==> config.mk <==
export PLATFORM = sky130hd
export DESIGN_NAME = midi_track_event_serializer_core_flat
export DESIGN_NICKNAME = d
export VERILOG_FILES = /design/src/rtl/mtes_pkg.sv /design/src/rtl/mtes_channels.sv /design/src/rtl/mtes_tick_store.sv /design/src/rtl/mtes_vlq_unit.sv /design/src/rtl/midi_track_event_serializer_core.sv /design/src/flat_wrapper.sv
export SDC_FILE = /design/constraint.sdc
export NUM_CORES = 2
export LEC_CHECK = 0
export BUFFER_PORTS_ARGS = -buffer_cell sky130_fd_sc_hd__buf_4
export CAP_MARGIN = 40
export CORE_ASPECT_RATIO = 0.8
export CORE_MARGIN = 4
export CORE_UTILIZATION = 45
export DETAILED_ROUTE_END_ITERATION = 10
export GPL_TIMING_DRIVEN = 0
export PLACE_DENSITY = 0.68
export SLEW_MARGIN = 40
export SYNTH_ARGS = -nofsm -noshare
export SYNTH_HDL_FRONTEND = slang
export SYNTH_HIERARCHICAL = 1
export SYNTH_SLANG_ARGS = --single-unit
==> constraint.sdc <==
create_clock -name clock -period 8.63 [get_ports clock]
set_input_delay 0.4315 -clock clock [delete_from_list [all_inputs] [get_ports clock]]
set_output_delay 0.4315 -clock clock [all_outputs]
set_load 0.005 [all_outputs]
==> src/rtl/mtes_pkg.sv <==
`default_nettype none
// ----------------------------------------------------------------------------
// mtes_pkg
// Shared types and constants of the MIDI track event serializer.
// ----------------------------------------------------------------------------
package mtes_pkg;

   // track store
   localparam int TRACKS      = 16;
   localparam int TRACK_W     = 4;
   localparam int TRACK_IDX_W = (TRACKS > 1) ? $clog2(TRACKS) : 1;

   // item field widths
   localparam int TICK_W = 32;
   localparam int BYTE_W = 8;

   // variable-length quantity layout
   localparam int GROUP_W    = 7;
   localparam int VLQ_GROUPS = (TICK_W + GROUP_W - 1) / GROUP_W;
   localparam int VLQ_W      = VLQ_GROUPS * GROUP_W;
   localparam int VLQ_CNT_W  = $clog2(VLQ_GROUPS + 1);

   // fixed stream bytes
   localparam logic [BYTE_W-1:0] META_STATUS = 8'hFF;
   localparam logic [BYTE_W-1:0] EOT_TYPE    = 8'h2F;
   localparam logic [BYTE_W-1:0] ZERO_BYTE   = 8'h00;

   // item kinds
   typedef enum logic [1:0] {
      MODE_CHANNEL = 2'd0,
      MODE_META    = 2'd1,
      MODE_PAYLOAD = 2'd2,
      MODE_END     = 2'd3
   } mode_type;

   // sequencer states
   typedef enum logic [3:0] {
      S_IDLE     = 4'b0001,
      S_VLQ      = 4'b0010,
      S_BYTES    = 4'b0100,
      S_LOAD_LEN = 4'b1000
   } state_type;

   // sequencer to vlq unit
   typedef struct packed {
      logic load;
      logic advance;
   } vlq_ctrl_type;

   // vlq unit to sequencer
   typedef struct packed {
      logic              emit_now;
      logic              last_group;
      logic [BYTE_W-1:0] group;
   } vlq_stat_type;

endpackage
`default_nettype wire

==> src/rtl/mtes_channels.sv <==
`default_nettype none
// ----------------------------------------------------------------------------
// mtes_req_if / mtes_rsp_if
// Valid/ready channels for event items and serialized stream bytes.
// ----------------------------------------------------------------------------
interface mtes_req_if;
   logic        valid;
   logic        ready;
   logic [1:0]  mode;
   logic [3:0]  track;
   logic [31:0] current_tick;
   logic [7:0]  status;
   logic [7:0]  data1;
   logic [7:0]  data2;
   logic        has_data2;
   logic [7:0]  meta_type;
   logic [31:0] payload_length;
   logic [7:0]  payload_byte;

   modport source (output valid, mode, track, current_tick, status, data1, data2,
                   has_data2, meta_type, payload_length, payload_byte,
                   input ready);
   modport sink (input valid, mode, track, current_tick, status, data1, data2,
                 has_data2, meta_type, payload_length, payload_byte,
                 output ready);
endinterface

interface mtes_rsp_if;
   logic       valid;
   logic       ready;
   logic [3:0] out_track;
   logic [7:0] byte_value;
   logic       last_of_run;

   modport source (output valid, out_track, byte_value, last_of_run, input ready);
   modport sink (input valid, out_track, byte_value, last_of_run, output ready);
endinterface
`default_nettype wire

==> src/rtl/mtes_tick_store.sv <==
`default_nettype none
// ----------------------------------------------------------------------------
// mtes_tick_store
// Last tick of each track, cleared at reset, with the delta subtractor.
// ----------------------------------------------------------------------------
module mtes_tick_store (
   input  wire logic                             clock,
   input  wire logic                             reset,
   input  wire logic                             wr_en,
   input  wire logic [mtes_pkg::TRACK_IDX_W-1:0] idx,
   input  wire logic [mtes_pkg::TICK_W-1:0]      now,
   output      logic [mtes_pkg::TICK_W-1:0]      delta
);

   logic [mtes_pkg::TICK_W-1:0] last_ff [mtes_pkg::TRACKS];
   logic [mtes_pkg::TICK_W-1:0] last_in [mtes_pkg::TRACKS];

   // delta wraps modulo the tick width
   assign delta = now - last_ff[idx];

   // record the new tick of the addressed track
   always_comb begin
      last_in = last_ff;
      if (wr_en) begin
         last_in[idx] = now;
      end
   end

   always_ff @(posedge clock) begin
      if (reset) begin
         for (int i = 0; i < mtes_pkg::TRACKS; i++) begin
            last_ff[i] <= '0;
         end
      end else begin
         last_ff <= last_in;
      end
   end

endmodule
`default_nettype wire

==> src/rtl/mtes_vlq_unit.sv <==
`default_nettype none
// ----------------------------------------------------------------------------
// mtes_vlq_unit
// Shared shifter that walks a value out as 7-bit groups, most significant
// first, skipping leading zero groups one step per cycle.
// ----------------------------------------------------------------------------
module mtes_vlq_unit (
   input  wire logic                          clock,
   input  wire logic                          reset,
   input  wire mtes_pkg::vlq_ctrl_type        ctrl,
   input  wire logic [mtes_pkg::TICK_W-1:0]   load_value,
   output      mtes_pkg::vlq_stat_type        stat
);

   logic [mtes_pkg::VLQ_W-1:0]     work_ff, work_in;
   logic [mtes_pkg::VLQ_CNT_W-1:0] cnt_ff, cnt_in;
   logic                           started_ff, started_in;
   logic [mtes_pkg::GROUP_W-1:0]   top;

   // top group and its emit condition, zero groups after the first nonzero one still go out
   assign top             = work_ff[mtes_pkg::VLQ_W-1 -: mtes_pkg::GROUP_W];
   assign stat.last_group = (cnt_ff == mtes_pkg::VLQ_CNT_W'(1));
   assign stat.emit_now   = (top != '0) || stat.last_group || started_ff;
   assign stat.group      = {~stat.last_group, top};

   // load or shift one group
   always_comb begin
      work_in    = work_ff;
      cnt_in     = cnt_ff;
      started_in = started_ff;
      if (ctrl.load) begin
         work_in    = mtes_pkg::VLQ_W'(load_value);
         cnt_in     = mtes_pkg::VLQ_CNT_W'(mtes_pkg::VLQ_GROUPS);
         started_in = 1'b0;
      end else if (ctrl.advance) begin
         work_in    = work_ff << mtes_pkg::GROUP_W;
         cnt_in     = cnt_ff - mtes_pkg::VLQ_CNT_W'(1);
         started_in = started_ff || (top != '0);
      end
   end

   always_ff @(posedge clock) begin
      work_ff <= work_in;
      if (reset) begin
         cnt_ff     <= '0;
         started_ff <= 1'b0;
      end else begin
         cnt_ff     <= cnt_in;
         started_ff <= started_in;
      end
   end

endmodule
`default_nettype wire

==> src/rtl/midi_track_event_serializer_core.sv <==
`default_nettype none
// ----------------------------------------------------------------------------
// midi_track_event_serializer_core
// Turns track events into Standard MIDI File track bytes, one byte per transfer.
// ----------------------------------------------------------------------------
// Timing: an accepted item is held in the sequencer registers, and each byte is
// then registered in the output register; leading zero groups of each quantity are
// skipped first. A new item is taken only in idle, after the last byte of the
// previous one. The vlq shifter steps through every group, skipped ones included.
// Reset: synchronous; returns to idle, drops the output byte, zeroes all ticks.
// ----------------------------------------------------------------------------
module midi_track_event_serializer_core (
   input wire logic        clock,
   input wire logic        reset,
   mtes_req_if.sink        req_bus,
   mtes_rsp_if.source      rsp_bus
);

   mtes_pkg::state_type    state_ff, state_in;
   mtes_pkg::mode_type     mode_ff, mode_in, in_mode;
   logic [mtes_pkg::TRACK_W-1:0] track_ff, track_in;
   logic [mtes_pkg::BYTE_W-1:0]  status_ff, status_in;
   logic [mtes_pkg::BYTE_W-1:0]  data1_ff, data1_in;
   logic [mtes_pkg::BYTE_W-1:0]  data2_ff, data2_in;
   logic                         has2_ff, has2_in;
   logic [mtes_pkg::BYTE_W-1:0]  mtype_ff, mtype_in;
   logic [mtes_pkg::TICK_W-1:0]  plen_ff, plen_in;
   logic [mtes_pkg::BYTE_W-1:0]  pbyte_ff, pbyte_in;
   logic [1:0]                   idx_ff, idx_in;
   logic                         tail_ff, tail_in;

   logic                         rsp_valid_ff, rsp_valid_in;
   logic [mtes_pkg::TRACK_W-1:0] rsp_track_ff, rsp_track_in;
   logic [mtes_pkg::BYTE_W-1:0]  rsp_byte_ff, rsp_byte_in;
   logic                         rsp_last_ff, rsp_last_in;

   logic                         accept, track_ok, out_free, stamps;
   logic                         emit, emit_last;
   logic [mtes_pkg::BYTE_W-1:0]  emit_byte, byte_sel;
   logic [1:0]                   last_idx;
   logic [mtes_pkg::TICK_W-1:0]  delta, load_value;
   logic [mtes_pkg::TRACK_IDX_W-1:0] store_idx;
   logic [31:0]                  track_wide;
   mtes_pkg::vlq_ctrl_type       vlq_ctrl;
   mtes_pkg::vlq_stat_type       vlq_stat;

   // input handshake
   assign req_bus.ready = (state_ff == mtes_pkg::S_IDLE);
   assign accept        = req_bus.valid && req_bus.ready;
   assign in_mode       = mtes_pkg::mode_type'(req_bus.mode);
   assign track_wide    = 32'(req_bus.track);
   assign track_ok      = (track_wide < 32'(mtes_pkg::TRACKS));
   assign store_idx     = track_wide[mtes_pkg::TRACK_IDX_W-1:0];
   assign stamps        = (in_mode == mtes_pkg::MODE_CHANNEL) ||
                          (in_mode == mtes_pkg::MODE_META);
   assign out_free      = !rsp_valid_ff || rsp_bus.ready;

   mtes_tick_store u_tick_store (
      .clock (clock),
      .reset (reset),
      .wr_en (accept && track_ok && stamps),
      .idx   (store_idx),
      .now   (req_bus.current_tick),
      .delta (delta)
   );

   assign load_value = (state_ff == mtes_pkg::S_LOAD_LEN) ? plen_ff : delta;

   mtes_vlq_unit u_vlq (
      .clock      (clock),
      .reset      (reset),
      .ctrl       (vlq_ctrl),
      .load_value (load_value),
      .stat       (vlq_stat)
   );

   // fixed byte list of each kind
   always_comb begin
      byte_sel = mtes_pkg::ZERO_BYTE;
      last_idx = 2'd0;
      case (mode_ff)
         mtes_pkg::MODE_CHANNEL: begin
            last_idx = has2_ff ? 2'd2 : 2'd1;
            case (idx_ff)
               2'd0:    byte_sel = status_ff;
               2'd1:    byte_sel = data1_ff;
               default: byte_sel = data2_ff;
            endcase
         end
         mtes_pkg::MODE_META: begin
            last_idx = 2'd1;
            byte_sel = (idx_ff == 2'd0) ? mtes_pkg::META_STATUS : mtype_ff;
         end
         mtes_pkg::MODE_PAYLOAD: begin
            last_idx = 2'd0;
            byte_sel = pbyte_ff;
         end
         default: begin
            last_idx = 2'd3;
            case (idx_ff)
               2'd1:    byte_sel = mtes_pkg::META_STATUS;
               2'd2:    byte_sel = mtes_pkg::EOT_TYPE;
               default: byte_sel = mtes_pkg::ZERO_BYTE;
            endcase
         end
      endcase
   end

   // sequencer
   always_comb begin
      state_in  = state_ff;
      mode_in   = mode_ff;
      track_in  = track_ff;
      status_in = status_ff;
      data1_in  = data1_ff;
      data2_in  = data2_ff;
      has2_in   = has2_ff;
      mtype_in  = mtype_ff;
      plen_in   = plen_ff;
      pbyte_in  = pbyte_ff;
      idx_in    = idx_ff;
      tail_in   = tail_ff;
      vlq_ctrl  = '0;
      emit      = 1'b0;
      emit_last = 1'b0;
      emit_byte = byte_sel;
      case (state_ff)
         mtes_pkg::S_IDLE: begin
            if (accept && track_ok) begin
               mode_in   = in_mode;
               track_in  = req_bus.track;
               status_in = req_bus.status;
               data1_in  = req_bus.data1;
               data2_in  = req_bus.data2;
               has2_in   = req_bus.has_data2;
               mtype_in  = req_bus.meta_type;
               plen_in   = req_bus.payload_length;
               pbyte_in  = req_bus.payload_byte;
               idx_in    = 2'd0;
               tail_in   = 1'b0;
               vlq_ctrl.load = 1'b1;
               state_in  = stamps ? mtes_pkg::S_VLQ : mtes_pkg::S_BYTES;
            end
         end
         mtes_pkg::S_VLQ: begin
            if (!vlq_stat.emit_now) begin
               // leading zero group: skip it
               vlq_ctrl.advance = 1'b1;
            end else if (out_free) begin
               vlq_ctrl.advance = 1'b1;
               emit      = 1'b1;
               emit_byte = vlq_stat.group;
               emit_last = tail_ff && vlq_stat.last_group;
               if (vlq_stat.last_group) begin
                  state_in = tail_ff ? mtes_pkg::S_IDLE : mtes_pkg::S_BYTES;
               end
            end
         end
         mtes_pkg::S_BYTES: begin
            if (out_free) begin
               emit = 1'b1;
               if (idx_ff == last_idx) begin
                  emit_last = (mode_ff != mtes_pkg::MODE_META);
                  state_in  = (mode_ff == mtes_pkg::MODE_META) ?
                              mtes_pkg::S_LOAD_LEN : mtes_pkg::S_IDLE;
               end else begin
                  idx_in = idx_ff + 2'd1;
               end
            end
         end
         mtes_pkg::S_LOAD_LEN: begin
            // payload length closes the meta header
            vlq_ctrl.load = 1'b1;
            tail_in       = 1'b1;
            state_in      = mtes_pkg::S_VLQ;
         end
         default: begin
            state_in = mtes_pkg::S_IDLE;
         end
      endcase
   end

   // output register
   always_comb begin
      rsp_valid_in = rsp_valid_ff;
      rsp_track_in = rsp_track_ff;
      rsp_byte_in  = rsp_byte_ff;
      rsp_last_in  = rsp_last_ff;
      if (emit) begin
         rsp_valid_in = 1'b1;
         rsp_track_in = track_ff;
         rsp_byte_in  = emit_byte;
         rsp_last_in  = emit_last;
      end else if (rsp_bus.ready) begin
         rsp_valid_in = 1'b0;
      end
   end

   assign rsp_bus.valid       = rsp_valid_ff;
   assign rsp_bus.out_track   = rsp_track_ff;
   assign rsp_bus.byte_value  = rsp_byte_ff;
   assign rsp_bus.last_of_run = rsp_last_ff;

   always_ff @(posedge clock) begin
      mode_ff      <= mode_in;
      track_ff     <= track_in;
      status_ff    <= status_in;
      data1_ff     <= data1_in;
      data2_ff     <= data2_in;
      has2_ff      <= has2_in;
      mtype_ff     <= mtype_in;
      plen_ff      <= plen_in;
      pbyte_ff     <= pbyte_in;
      idx_ff       <= idx_in;
      tail_ff      <= tail_in;
      rsp_track_ff <= rsp_track_in;
      rsp_byte_ff  <= rsp_byte_in;
      rsp_last_ff  <= rsp_last_in;
      if (reset) begin
         state_ff     <= mtes_pkg::S_IDLE;
         rsp_valid_ff <= 1'b0;
      end else begin
         state_ff     <= state_in;
         rsp_valid_ff <= rsp_valid_in;
      end
   end

endmodule
`default_nettype wire
==> src/flat_wrapper.sv <==
// flat-port wrapper written by rule: the top's interface ports become plain ports
module midi_track_event_serializer_core_flat 
  (clock, reset, req_bus_valid, req_bus_mode, req_bus_track, req_bus_current_tick, req_bus_status, req_bus_data1, req_bus_data2, req_bus_has_data2, req_bus_meta_type, req_bus_payload_length, req_bus_payload_byte, req_bus_ready, rsp_bus_valid, rsp_bus_out_track, rsp_bus_byte_value, rsp_bus_last_of_run, rsp_bus_ready);
  mtes_req_if req_bus_i ();
  mtes_rsp_if rsp_bus_i ();
  input wire logic clock;
  input wire logic reset;
  input wire logic [$bits(req_bus_i.valid)-1:0] req_bus_valid;
  input wire logic [$bits(req_bus_i.mode)-1:0] req_bus_mode;
  input wire logic [$bits(req_bus_i.track)-1:0] req_bus_track;
  input wire logic [$bits(req_bus_i.current_tick)-1:0] req_bus_current_tick;
  input wire logic [$bits(req_bus_i.status)-1:0] req_bus_status;
  input wire logic [$bits(req_bus_i.data1)-1:0] req_bus_data1;
  input wire logic [$bits(req_bus_i.data2)-1:0] req_bus_data2;
  input wire logic [$bits(req_bus_i.has_data2)-1:0] req_bus_has_data2;
  input wire logic [$bits(req_bus_i.meta_type)-1:0] req_bus_meta_type;
  input wire logic [$bits(req_bus_i.payload_length)-1:0] req_bus_payload_length;
  input wire logic [$bits(req_bus_i.payload_byte)-1:0] req_bus_payload_byte;
  output wire logic [$bits(req_bus_i.ready)-1:0] req_bus_ready;
  output wire logic [$bits(rsp_bus_i.valid)-1:0] rsp_bus_valid;
  output wire logic [$bits(rsp_bus_i.out_track)-1:0] rsp_bus_out_track;
  output wire logic [$bits(rsp_bus_i.byte_value)-1:0] rsp_bus_byte_value;
  output wire logic [$bits(rsp_bus_i.last_of_run)-1:0] rsp_bus_last_of_run;
  input wire logic [$bits(rsp_bus_i.ready)-1:0] rsp_bus_ready;
  assign req_bus_i.valid = req_bus_valid;
  assign req_bus_i.mode = req_bus_mode;
  assign req_bus_i.track = req_bus_track;
  assign req_bus_i.current_tick = req_bus_current_tick;
  assign req_bus_i.status = req_bus_status;
  assign req_bus_i.data1 = req_bus_data1;
  assign req_bus_i.data2 = req_bus_data2;
  assign req_bus_i.has_data2 = req_bus_has_data2;
  assign req_bus_i.meta_type = req_bus_meta_type;
  assign req_bus_i.payload_length = req_bus_payload_length;
  assign req_bus_i.payload_byte = req_bus_payload_byte;
  assign req_bus_ready = req_bus_i.ready;
  assign rsp_bus_valid = rsp_bus_i.valid;
  assign rsp_bus_out_track = rsp_bus_i.out_track;
  assign rsp_bus_byte_value = rsp_bus_i.byte_value;
  assign rsp_bus_last_of_run = rsp_bus_i.last_of_run;
  assign rsp_bus_i.ready = rsp_bus_ready;
  midi_track_event_serializer_core u_core (.clock(clock), .reset(reset), .req_bus(req_bus_i), .rsp_bus(rsp_bus_i));
endmodule
== After elaboration in Yosys (flattened, before gate mapping) ==
Index checks and enable logic that the tools add are counted.
Storage, ports and cells
  flip-flop bits (word level): 651
  input port bits: 115
  output and inout bits: 15
  word-level logic and storage cells: 138
Operators by class
  $add $sub $neg: 3
  order comparisons: 3
  equality and inequality tests: 19
  mux-type cells: 50
  bitwise operators: 2
  reduce and logical (&&, ||, !) cells: 24
Operators by type and width (count)
  $bwmux 512: 1
  $mux 32: 6
  $bmux 32 s4: 1
  $demux 32 s4: 1
  $mux 8: 4
  $pmux 8 s2: 2
  $sub 32x32->32: 1
  $mux 4: 7
  $pmux 8 s3: 1
  $pmux 4 s4: 1
  $mux 1: 12
  $mux 3: 4
  $ne 2x1->1 const B: 5
  $mux 2: 4
  $pmux 1 s2: 4
  $reduce_bool 2->1: 4
  $reduce_bool 7->1: 1
  $eq 2x1->1 const B: 3
  $logic_not 2->1: 3
  $ne 2x2->1 const B: 3
  $pmux 2 s3: 1
  $reduce_and 6->1: 1
  $ge 5x5->1 const B: 1
  $logic_and 1x1->1: 5
  other kinds (19): 25

== Longest topological paths before layout ==
  depth in word-level cells: 7
  mapped depth: 18
  mapped depth without buffers: 14

== Modules after synthesis ==
Netlist, hierarchy kept.
Modules (own cells, without submodules)
  mtes_tick_store: times used 1, cells an instance 2792, area an instance 23403.7 um2, seq. area each 10249.8 um2
  midi_track_event_serializer_core: times used 1, cells an instance 280, area an instance 4202.8 um2, seq. area each 2952.8 um2
  mtes_vlq_unit: times used 1, cells an instance 109, area an instance 1790.5 um2, seq. area each 1101.1 um2

== Worst setup path before layout ==
Ideal clock, no wire load.
  path type: in2reg
  start: in req_bus_track[1]
  end: reg u_core/u_vlq/work_ff[26] (netlist name) (data pin)
  arrival: 3.973 ns
  slack: 4.396 ns
  stages: 16
  buffers on the path: 3
  path through: buf_4 > clkbuf_1 > buf_2 > mux4_2 > mux4_2 > inv_1 > ha_1 > a21oi_1 > o211ai_1 > a41oi_2 > a21oi_1 > a31oi_1 > o21bai_1 > xor2_1 > mux2_1 > mux2_4
Between the ends
  cells in the longest elaborated chain, start to end: 7
  elaborated cells between the ends (all ways): 11
Ends and longest elaborated chain
  from (decl): RTL line flat_wrapper.sv:10  | input wire logic [$bits(req_bus_i.track)-1:0] req_bus_track;
  $not 4->5 (not written as such): RTL line mtes_tick_store.sv:19  | assign delta = now - last_ff[idx];
  $bmux 32 s4: RTL line mtes_tick_store.sv:19
  $mux 32 (not written as such) (2 in series): RTL line mtes_tick_store.sv:19
  $sub 32x32->32: RTL line mtes_tick_store.sv:19
  named net u_core.delta, one bit: RTL line midi_track_event_serializer_core.sv:41  | logic [mtes_pkg::TICK_W-1:0] delta, load_value;
  $mux 32: RTL line midi_track_event_serializer_core.sv:67  | assign load_value = (state_ff == mtes_pkg::S_LOAD_LEN) ? plen_ff : delta;
  named net u_core.load_value, one bit: RTL line midi_track_event_serializer_core.sv:41
  $mux 32: RTL line mtes_vlq_unit.sv:31  | if (ctrl.load) begin
  named net u_core.u_vlq.work_in, one bit: RTL line mtes_vlq_unit.sv:15  | logic [mtes_pkg::VLQ_W-1:0] work_ff, work_in;
  to (signal assigned): RTL line mtes_vlq_unit.sv:43  | work_ff <= work_in;
  to (decl): RTL line mtes_vlq_unit.sv:15
The timed path passes the listed nets, and every way through them passes these cells. The select of a mux whose other input is x is not followed.
A chain may end at the register's enable or synchronous reset.

== Worst setup path after layout ==
  start: in req_bus_track[0]
  end: reg u_core/u_vlq/work_ff[26] (netlist name) (data pin)
Same word-level chain as after synthesis.

==> impl_metrics.csv <==
group,metric,value,unit
status,outcome,"finished, final reports clean",
logic_synthesis,postSynthCellCount,3181,
sta,max_freq,0.178,GHz
sta,maxSlewViolCount,0,
routing,antenna_left,0,
cts,h-tree-depth,2,
sta,rsz0062_at_grt,"false",
floorplanning,start_util,0.457,
sta,slew_headroom,0.382,
global_route,first_global_vias,23400,
cts,cts_buffers,59,
logic_synthesis,post_synth.cell_area_avg,9.24,sq um
routing,vias,25000,
worst_setup_path,cp.required,9.00,ns
worst_setup_path,crit_chain,"dlygate4sd3_1 -> buf_4 -> buf_6 -> buf_2 -> mux4_2 -> mux4_2 -> inv_1 -> ha_1 -> a21oi_1 -> o211ai_1 -> a41oi_2 -> a21oi_1 -> a31oi_1 -> o21bai_1 -> xor2_1 -> mux2_1 -> mux2_4",
logic_synthesis,synth_area,29400,sq um
sta,hold_viol_final,0,
routing,avgViaCountPerCell,5.76,
logic_synthesis,ys_ff_latch,651,
logic_synthesis,synth.most_common_cell,"nand2_1",
placement,dpl.hpwl,69.8,mm
worst_setup_path,crit_arrival,5.99,ns
sta,fin_worst_skew,0.0207,ns
cts,cts_setup_buffers,0,
worst_setup_path,end_kind,"register",
min_path,hold_class,"in -> reg",
global_route,grt_pass1_wl,144,mm
worst_setup_path,crit_fanout,10,
cts,clk_path_buf_depth,3,
logic_synthesis,syn_nets,3335,
logic_synthesis,ys.warnings.count,6,
worst_setup_path,slowest_stage,"mux4_2",
logic_synthesis,synthArstFlopShare,0,
power_and_ir_drop,leakage,11.5,nW
floorplanning,die_width,294,um
global_route,globalRoute.totalOverflow,0,
floorplanning,rows,83,
logic_synthesis,synth_area_leaders,"dfxtp_1 (36%), nand2_1 (14%), edfxtp_1 (13%)",
cts,cts_sinks,651,
sta,finalCritPeriodShare,0.651,
placement,portBuffers,127,
layout,finalNetCount,3599,
routing,drcViolationCount,0,
logic_synthesis,yosysTopAreaCell,"dfxtp_1",
floorplanning,die_h,237,um
logic_synthesis,synth-edff-count,127,
worst_setup_path,cp_num_buf_inv,5,
logic_synthesis,ys.flop_type,"dfxtp_1",
cts,post_cts_resized,0,
logic_synthesis,synth_top_area_share,0.357,
routing,first_pass_iters,8,
placement,pre_cts_slack,2.68,ns
power_and_ir_drop,ir_drop,0.000171,V
floorplanning,die-area,69500,sq um
power_and_ir_drop,power_density,217,nW/um^2
layout,syn_to_final_growth,16.4,%
global_route,grt_max_degree,45,
cts,clockRootBuffer,"clkbuf_16",
run,maxCapViolCount,0,
cts,insertion_delay,0.64,ns
placement,globalplace.congestion,0.945,
layout,drive_above_1_share,0.155,
worst_setup_path,worstSetupPathType,"in -> reg",
routing,wl_per_cell,22.0,um
logic_synthesis,synth_common_cells,"nand2_1 (1,078), a21oi_1 (564), dfxtp_1 (524)",
sta,period_minus_slack,5.62,ns
routing,drt_iter0_markers,3115,
cts,cts_tree,"done",
routing,wirelength,95.5,mm
global_route,antenna_found_initial,1,
sta,timing.setup.tns,0,ns
logic_synthesis,ys_types,75,
sta,worstMarginPinSlew,0.927,ns
sta,fin_ws,3.01,ns
sta,setup_viol,0,
global_route,grt_usage,0.268,
cts,hold_buffers,75,
cts,clkTransAtPathRegs,0.07,ns
floorplanning,io_pins,130,
floorplanning,core-area,64400,sq um
worst_setup_path,critPathLaunchType,"input pin",
logic_synthesis,yosysSeqAreaShare,0.487,
worst_setup_path,cpPeakStageDelay,0.62,ns
worst_setup_path,cpLargestDelayFamily,"compound AO/OA/AOI/OAI gates",
## per-stage QoR
stage / hold WS (ns) / power (mW) / instance area (sq um) / instances / util
global placement: 0.401 / 4.67 / 31400 / 4158 / 0.488
floorplan: 0.400 / 4.28 / 29400 / 3181 / -
detailed placement: 0.412 / 4.68 / 31400 / 4159 / 0.488
finish: 0.0281 / 7.42 / 34200 / 4346 / 0.531
global route: 0.00334 / 7.66 / 34200 / 4344 / 0.531
CTS: 0.00191 / 7.40 / 34200 / 4344 / 0.531
## final timing paths
| kind | slack [ns] | from | end | cells after the start |
|---|---|---|---|---|
| setup reg to reg | 4.00 | u_core/u_tick_store/last_ff[4] | u_core/u_vlq/work_ff[26] | 13 |
| setup / recovery | 3.01 | req_bus_track[0] | u_core/u_vlq/work_ff[26] | 17 |
| hold / removal | 0.03 | req_bus_track[1] | u_core/track_ff[1] | 1 |
| hold reg to reg | 0.42 | u_core/track_ff[0] | u_core/rsp_bus.out_track[0] | 0 |
## where the power goes
group | internal (mW) | leakage [nW] | total, mW | switching [mW]
Sequential | 3.42 | 5.42 | 3.52 | 0.107
Clock | 1.55 | 0.984 | 2.73 | 1.18
Combinational | 0.451 | 5.14 | 1.17 | 0.715
## kinds of logic (layout without fill, tap and decap cells)
| kind of cell | after synthesis | after routing | share of synthesized area |
|---|---|---|---|
| buffers and inverters | 337 | 650 | 0.0504 |
| XOR/XNOR | 31 | 31 | 0.00924 |
| AO/OA/AOI/OAI | 671 | 671 | 0.122 |
| flip-flops | 651 | 651 | 0.487 |
| adder cells (fa/ha/maj) | 39 | 39 | 0.0169 |
| other | 0 | 2 | 0 |
| AND/OR/NAND/NOR | 1232 | 1232 | 0.168 |
| multiplexers | 220 | 220 | 0.147 |
## registers in the layout (all words and copies together), names as in the netlist, 2 cells and up
name                         count
u_core/data1_ff                  8
u_core/data2_ff                  8
u_core/idx_ff                    2
u_core/mode_ff                   2
u_core/mtype_ff                  8
u_core/pbyte_ff                  8
u_core/plen_ff                  32
u_core/rsp_bus.byte_value        8
u_core/rsp_bus.out_track         4
u_core/state_ff                  4
u_core/status_ff                 8
u_core/track_ff                  4
u_core/u_tick_store/last_ff    512
u_core/u_vlq/cnt_ff              3
u_core/u_vlq/work_ff            35
## area by class of cell
class                      instances  area, sq um
fill                            5832        30200
sequential                       651        14300
multi-input combinational       2193        13600
clock buffer                      89         1750
timing repair buffer             203         1720
buffer                           289         1310
tap                              850         1060
clock inverter                    21          245
inverter                          48          185
antenna                            2         5.00
## placed cells by master (no fill, tap or decap), types with 60 or more instances in the layout
cell type,instances
edfxtp_1,127
mux4_2,158
nand2_1,1078
dlygate4sd3_1,75
clkbuf_1,192
a21oi_1,564
buf_4,136
buf_2,80
clkbuf_16,60
dfxtp_1,524
## layer usage
| layer | track usage | vias to the layer above | routed length, um | share of wire |
|---|---|---|---|---|
| li1 | - | 11400 | - | - |
| met1 | 0.409 | 12200 | 41700 | 0.44 |
| met2 | 0.379 | 1301 | 40000 | 0.42 |
| met3 | 0.0676 | 158 | 11300 | 0.12 |
| met4 | 0.0661 | 0 | 2410 | 0.025 |
| met5 | 0 | - | 0 | 0 |
Power figures use the tool's default switching activity.
